### config.mk
export PLATFORM = sky130hd
export DESIGN_NAME = pte_front
export DESIGN_NICKNAME = d
export VERILOG_FILES = /design/src/rtl/core/pte_pkg.sv /design/src/rtl/core/pte_front.sv
export SDC_FILE = /design/constraint.sdc
export NUM_CORES = 2
export LEC_CHECK = 0
export BUFFER_PORTS_ARGS = -buffer_cell sky130_fd_sc_hd__buf_2
export CAP_MARGIN = 10
export CORE_MARGIN = 10
export CORE_UTILIZATION = 31
export DETAILED_ROUTE_END_ITERATION = 10
export HOLD_SLACK_MARGIN = 0.12
export MAX_ROUTING_LAYER = met4
export PLACE_DENSITY = 0.47
export SLEW_MARGIN = 20
export SYNTH_ARGS = -nofsm -noshare
export SYNTH_HDL_FRONTEND = slang
export SYNTH_SLANG_ARGS = --single-unit
export TNS_END_PERCENT = 20
### constraint.sdc
create_clock -name clock -period 12.3 [get_ports clock]
set_input_delay 0.615 -clock clock [delete_from_list [all_inputs] [get_ports clock]]
set_output_delay 0.615 -clock clock [all_outputs]
set_load 0.1 [all_outputs]
### src/rtl/core/pte_pkg.sv
// Shared types, constants and coefficient tables for the Pade sine/cosine/tangent evaluator.
// Depends on nothing; every module of the block takes names from here by scope.
package pte_pkg;

   localparam int DATA_WIDTH_DEF = 32;
   localparam int FRAC_BITS      = 28;
   localparam int POLY_SHIFT     = 20;
   localparam int NUM_COEFS      = 5;
   localparam int HORNER_STEPS   = NUM_COEFS - 1;
   localparam int MAC_STEPS      = HORNER_STEPS + 1;
   localparam int ANGLE_W        = 32;
   localparam int VALUE_W        = 32;
   localparam int Y_W            = 35;
   localparam int MAG_W          = 62;

   localparam logic [1:0] KIND_SIN = 2'd0;
   localparam logic [1:0] KIND_COS = 2'd1;
   localparam logic [1:0] KIND_TAN = 2'd2;

   localparam logic [Y_W-1:0] ONE_Q28 = Y_W'(1) << FRAC_BITS;

   typedef struct packed {
      logic [1:0]         kind;
      logic [Y_W-1:0]     y;
      logic               x_neg;
      logic [ANGLE_W-1:0] x_mag;
   } side_type;

   // Sine and cosine carry a leading zero so every kind runs the same number of steps.
   localparam logic signed [63:0] NUM_TBL [3][5] = '{
      '{64'sd0, -64'sd479249, 64'sd52785432, -64'sd1640635920, 64'sd11511339840},
      '{64'sd0, -64'sd14615, 64'sd1075032, -64'sd18471600, 64'sd39251520},
      '{64'sd1, -64'sd990, 64'sd135135, -64'sd4729725, 64'sd34459425}};
   localparam logic signed [63:0] DEN_TBL [3][5] = '{
      '{64'sd0, 64'sd18361, 64'sd3177720, 64'sd277920720, 64'sd11511339840},
      '{64'sd0, 64'sd127, 64'sd16632, 64'sd1154160, 64'sd39251520},
      '{64'sd45, -64'sd13860, 64'sd945945, -64'sd16216200, 64'sd34459425}};

   // Coefficient scaled to Q.20; zero for the unused selector.
   function automatic logic signed [63:0] coef(input logic [1:0] kind, input logic [2:0] idx,
                                               input logic den);
      logic signed [63:0] c;
      c = '0;
      if (kind <= KIND_TAN && idx < 3'(NUM_COEFS)) begin
         c = den ? DEN_TBL[kind][idx] : NUM_TBL[kind][idx];
      end
      return c <<< POLY_SHIFT;
   endfunction

endpackage

### src/rtl/core/pte_front.sv
// Front end: registers the angle, takes its magnitude, squares it to Q7.28 and
// loads the leading polynomial coefficients. Depends on pte_pkg.
module pte_front (
   input  logic                         clock,
   input  logic                         reset,
   input  logic                         en,
   input  logic                         in_valid,
   input  logic [1:0]                   in_kind,
   input  logic [pte_pkg::ANGLE_W-1:0]  in_angle,
   output logic                         out_valid,
   output pte_pkg::side_type            out_side,
   output logic signed [63:0]           out_num,
   output logic signed [63:0]           out_den
);

   logic                        v1_ff, v2_ff, v3_ff;
   logic [1:0]                  kind1_ff, kind2_ff;
   logic [pte_pkg::ANGLE_W-1:0] angle1_ff;
   logic                        neg2_ff;
   logic [pte_pkg::ANGLE_W-1:0] mag2_ff, mag2_in;
   pte_pkg::side_type           side3_ff, side3_in;
   logic signed [63:0]          num3_ff, den3_ff;
   logic [63:0]                 sq;

   always_comb begin
      mag2_in = angle1_ff[pte_pkg::ANGLE_W-1] ? (~angle1_ff + 1'b1) : angle1_ff;
      sq = 64'(mag2_ff) * 64'(mag2_ff);
      side3_in.kind  = kind2_ff;
      side3_in.y     = sq[pte_pkg::FRAC_BITS +: pte_pkg::Y_W];
      side3_in.x_neg = neg2_ff;
      side3_in.x_mag = mag2_ff;
   end

   always_ff @(posedge clock) begin
      if (reset) begin
         v1_ff <= 1'b0;
         v2_ff <= 1'b0;
         v3_ff <= 1'b0;
      end else if (en) begin
         v1_ff <= in_valid;
         v2_ff <= v1_ff;
         v3_ff <= v2_ff;
      end
   end

   always_ff @(posedge clock) begin
      if (en) begin
         kind1_ff  <= in_kind;
         angle1_ff <= in_angle;
         kind2_ff  <= kind1_ff;
         neg2_ff   <= angle1_ff[pte_pkg::ANGLE_W-1];
         mag2_ff   <= mag2_in;
         side3_ff  <= side3_in;
         num3_ff   <= pte_pkg::coef(kind2_ff, 3'd0, 1'b0);
         den3_ff   <= pte_pkg::coef(kind2_ff, 3'd0, 1'b1);
      end
   end

   assign out_valid = v3_ff;
   assign out_side  = side3_ff;
   assign out_num   = num3_ff;
   assign out_den   = den3_ff;

endmodule

Word-level counts from Yosys, hierarchy flattened
Index checks and enable logic that the tools add are counted.
- $add $sub $neg: 1
- multiply operators: 1
- order comparisons: 2
- muxes and demuxes: 7
- bitwise logic cells: 2
- operator list (kind ; number):
    $bmux W320 S2 ; 2
    $mux W300 ; 4
    $mul A32 B32 Y63 ; 1
    $add A32 B1 Y32 const B ; 1
    $not A32 Y32 ; 1
    $mux W31 ; 1
    $ge A3 B3 Y1 const B ; 1
    $not A2 Y3 ; 1
    $le A2 B2 Y1 const B ; 1
- register bits: 230
- output and inout port bits: 199
- logic and storage cells: 28

Longest topological paths before layout
- word-level depth: 4
- gate-level depth with buffers: 29

Least setup slack after synthesis
Ideal clock, no wire load.
- path kind: register -> register
- from: register mag2_ff[2] (netlist bit)
- to: register side3_ff (netlist bit out_side[63]), data pin
- library setup time: 0.279 ns
- data arrival time: 8.024 ns
- required time: 12.021 ns
- slack: 3.997 ns
- stages on the path, launching flop included: 27
- path buffers: 2
- clock period less this slack: 8.303 ns
- path through: edfxtp_1 -> clkbuf_1 -> buf_1 -> nand2_1 -> fa_1 -> inv_1 -> fa_1 -> inv_1 -> fa_1 -> fa_1 -> inv_1 -> fa_1 -> inv_1 -> fa_1 -> inv_1 -> fa_1 -> fa_1 -> ha_1 -> a21o_1 -> a21o_1 -> a2111o_1 -> a2111oi_0 -> o31a_1 -> o31a_1 -> o21a_1 -> nor3_1 -> or4b_2
- cells in the longest elaborated chain, start to end: 1
- RTL lines (what ; RTL line ; RTL):
    from (decl) ; pte_front.sv:20 ; logic [pte_pkg::ANGLE_W-1:0] mag2_ff, mag2_in;
    from (signal assigned) ; pte_front.sv:52 ; mag2_ff <= mag2_in;
    $mul A32 B32 Y63 ; pte_front.sv:27 ; sq = 64'(mag2_ff) * 64'(mag2_ff);
    via sq[58] ; pte_front.sv:23 ; logic [63:0] sq;
    to (signal assigned) ; pte_front.sv:53 ; side3_ff <= side3_in;
    to (decl) ; pte_front.sv:21 ; pte_pkg::side_type side3_ff, side3_in;
The timed path passes the listed nets, and every way through them passes these cells.
A chain may end at the register's enable or synchronous reset.

Worst setup path after layout
- from: register mag2_ff[11] (netlist bit)
- to: register side3_ff (netlist bit out_side[63]), data pin
Same word-level chain as after synthesis.

==> flow_metrics.py <==
metrics = {
    "outcome": {
        "status": "finished, final reports clean",
    },
    "placed_design": {
        "portBuffers": 113,
        "place_area_mm2": 0.0367,
        "post-place-ws_ns": 2.64,
        "hpwl_mm": 79.7,
        "place_congestion": 0.891,
    },
    "hold_path": {
        "hp-start": "in_angle[30]",
        "hold_path.class": "input port to flop",
    },
    "timing": {
        "timing.final.crit_share": 0.780,
        "drv_slew": 0,
        "setup-tns-final_ns": 0,
        "setup_viol": 0,
        "max-slew-margin-rel": 0.299,
        "finalHoldViolCount": 0,
        "tightest_slew_ns": 1.05,
        "period_needed_ns": 9.59,
        "clock_skew_ns": 0.0205,
        "rsz0062_at_grt": "no",
        "fin_ws_ns": 2.71,
        "max_freq_ghz": 0.104,
    },
    "floorplan": {
        "dieArea_mm2": 0.126,
        "fp-row-count": 122,
        "core_area_mm2": 0.111,
        "die_width_um": 355,
        "die_h_um": 355,
        "initial_utilization": 0.313,
        "ioPinCount": 237,
    },
    "detailed_routing": {
        "via_per_inst": 4.40,
        "routed_wl_mm": 96.0,
        "drtIter0Drc": 1040,
        "drtAntennaViolNets": 0,
        "post_drt_wl_per_cell_um": 19.0,
        "firstDrtPassIters": 5,
        "drc": 0,
        "vias": 22261,
    },
    "clock_network": {
        "insertion_delay_ns": 0.46,
        "cts_tree": "built",
        "postCtsSetupBuffers": 0,
        "clock_path_buffers": 2,
        "cts.sinks": 143,
        "cts.reportedPaths.clkPinSlew_ns": 0.08,
        "cts_buffers": 17,
        "cts_root_buf": "clkbuf_16",
        "post_cts_resized": 0,
        "cts_hold_buf": 0,
        "htree_levels": 4,
    },
    "final_layout": {
        "drive_gt1_frac": 0.0588,
        "final_net_count": 4678,
        "finalInstanceArea_mm2": 0.0373,
        "area_growth_pct": 7.01,
    },
    "synth": {
        "yosys-top-cells-count": "inv_1 (998), fa_1 (794), nand2_1 (303)",
        "synth_top_area_share": 0.456,
        "syn-instance-count": 3505,
        "yosysWarnings": 0,
        "synthTopCellsByArea": "fa_1 (46%), edfxtp_1 (12%), inv_1 (11%)",
        "ys_seq_elements": 143,
        "yosysTopAreaCell": "fa_1",
        "avgSynthCellArea_um2": 9.94,
        "syn_area_mm2": 0.0348,
        "ys.flop_type": "edfxtp_1",
        "async_reset_ff_frac": 0,
        "synth-seq-area-share": 0.122,
        "synth.most_common_cell": "inv_1",
        "synth-edff-count": 140,
        "yosysUniqueCellTypes": 64,
    },
    "global_route": {
        "grt_pass1_wl_mm": 153,
        "grt_pass1_vias": 25824,
        "overflow": 0,
        "antenna_found_initial": 3,
        "grt_max_degree": 75,
        "grt_usage": 0.162,
    },
    "setup_path": {
        "cp.required_ns": 12.50,
        "cp_max_fo": 19,
        "worstSetupStartpointType": "flop",
        "r2r_start": "mag2_ff[11]",
        "cp-startpoint": "mag2_ff[11]",
        "worst-setup-path-type": "flop to flop",
        "end_kind": "flop",
        "crit_arrival_ns": 9.79,
    },
    "flow_run": {
        "max_cap_violations": 0,
    },
}
==> per-layer routing <==
layer  wire [µm]  up-vias  global-route usage
met4         785        0              0.0168
li1            -    10182                   -
met2       46100      478               0.265
met5           0        -                   -
met3        4580       57              0.0267
met1       44600    11544               0.216
==> area by class of cell <==
type                    instances  area [µm²]
diodes                          2        5.00
clock inverters                15         185
clock buffers                  17         425
repair buffers                156         895
multi-input cells            2241       25900
flip-flops and latches        143        4260
fillers                     11672       73800
inverters                     999        3750
well taps                    1488        1860
==> logic make-up (layout without fill, tap and decap cells) <==
logic type	after synthesis	count (layout)	share of synthesized area
AOI/OAI and AO/OA	240	240	0.0445
other	1	125	0.000108
DFF	143	143	0.122
xor gates and xnor gates	106	106	0.0267
muxes	6	6	0.00176
and+or+nand+nor	684	684	0.0972
buffers and inverters	1243	1187	0.148
adders and majority gates	1082	1082	0.560
==> registers in the layout, summed over array words and instances (netlist names) <==
name / cells
neg2_ff: 1
out_valid: 1
v1_ff: 1
angle1_ff: 32
mag2_ff: 32
v2_ff: 1
kind2_ff: 2
kind1_ff: 2
out_side: 70
out_den: 1
==> critical path: stages (launching register included) <==
cell,delay [ns]
edfxtp_1,0.94
buf_4,0.43
nand2_1,0.13
fa_1,0.61
inv_1,0.07
fa_1,0.47
fa_1,0.53
inv_1,0.07
fa_1,0.48
inv_1,0.05
fa_1,0.49
inv_1,0.05
fa_1,0.52
inv_1,0.05
fa_1,0.49
fa_1,0.41
ha_1,0.37
a21o_1,0.18
a21o_1,0.17
a2111o_1,0.45
a2111oi_0,0.56
o31a_1,0.54
o31a_1,0.35
o21a_1,0.20
nor3_1,0.06
or4b_2,0.67
==> cells in the final DEF, fill, tap and decap left out, types with 5 or more instances in the layout <==
cell type,n
a211oi_1,8
a21o_1,32
a21oi_1,75
a31o_2,8
a31oi_1,11
and2_1,238
and3_1,7
buf_2,112
buf_4,43
clkbuf_16,17
clkinv_8,5
conb_1,123
edfxtp_1,140
fa_1,794
ha_1,288
inv_1,998
mux2i_1,5
nand2_1,303
nand3_1,10
nand4_1,14
nor2_1,61
nor2b_1,12
nor3_1,7
o21a_1,6
o21ai_0,45
o21bai_1,15
o31ai_1,11
or3_1,6
xnor2_1,62
xor2_1,44
==> path summary, 6_finish.rpt <==
kind         cells after the start  slack, ns             to
max                             25       2.71   out_side[63]
min                              1       0.33  angle1_ff[30]
max reg2reg                     25       2.71   out_side[63]
min reg2reg                      0       0.42    kind2_ff[1]
==> through the flow <==
| stage | util | hold slack (ns) | cells |
|---|---|---|---|
| floorplan | - | 0.400 | 3627 |
| global placement | 0.330 | 0.403 | 5027 |
| detailed placement | 0.330 | 0.406 | 5027 |
| CTS | 0.335 | 0.312 | 5059 |
| global route | 0.335 | 0.306 | 5061 |
| finish | 0.335 | 0.329 | 5061 |
Power is not shown: default switching activity piles up to over one toggle a cycle in this logic, so the estimate is an artifact.
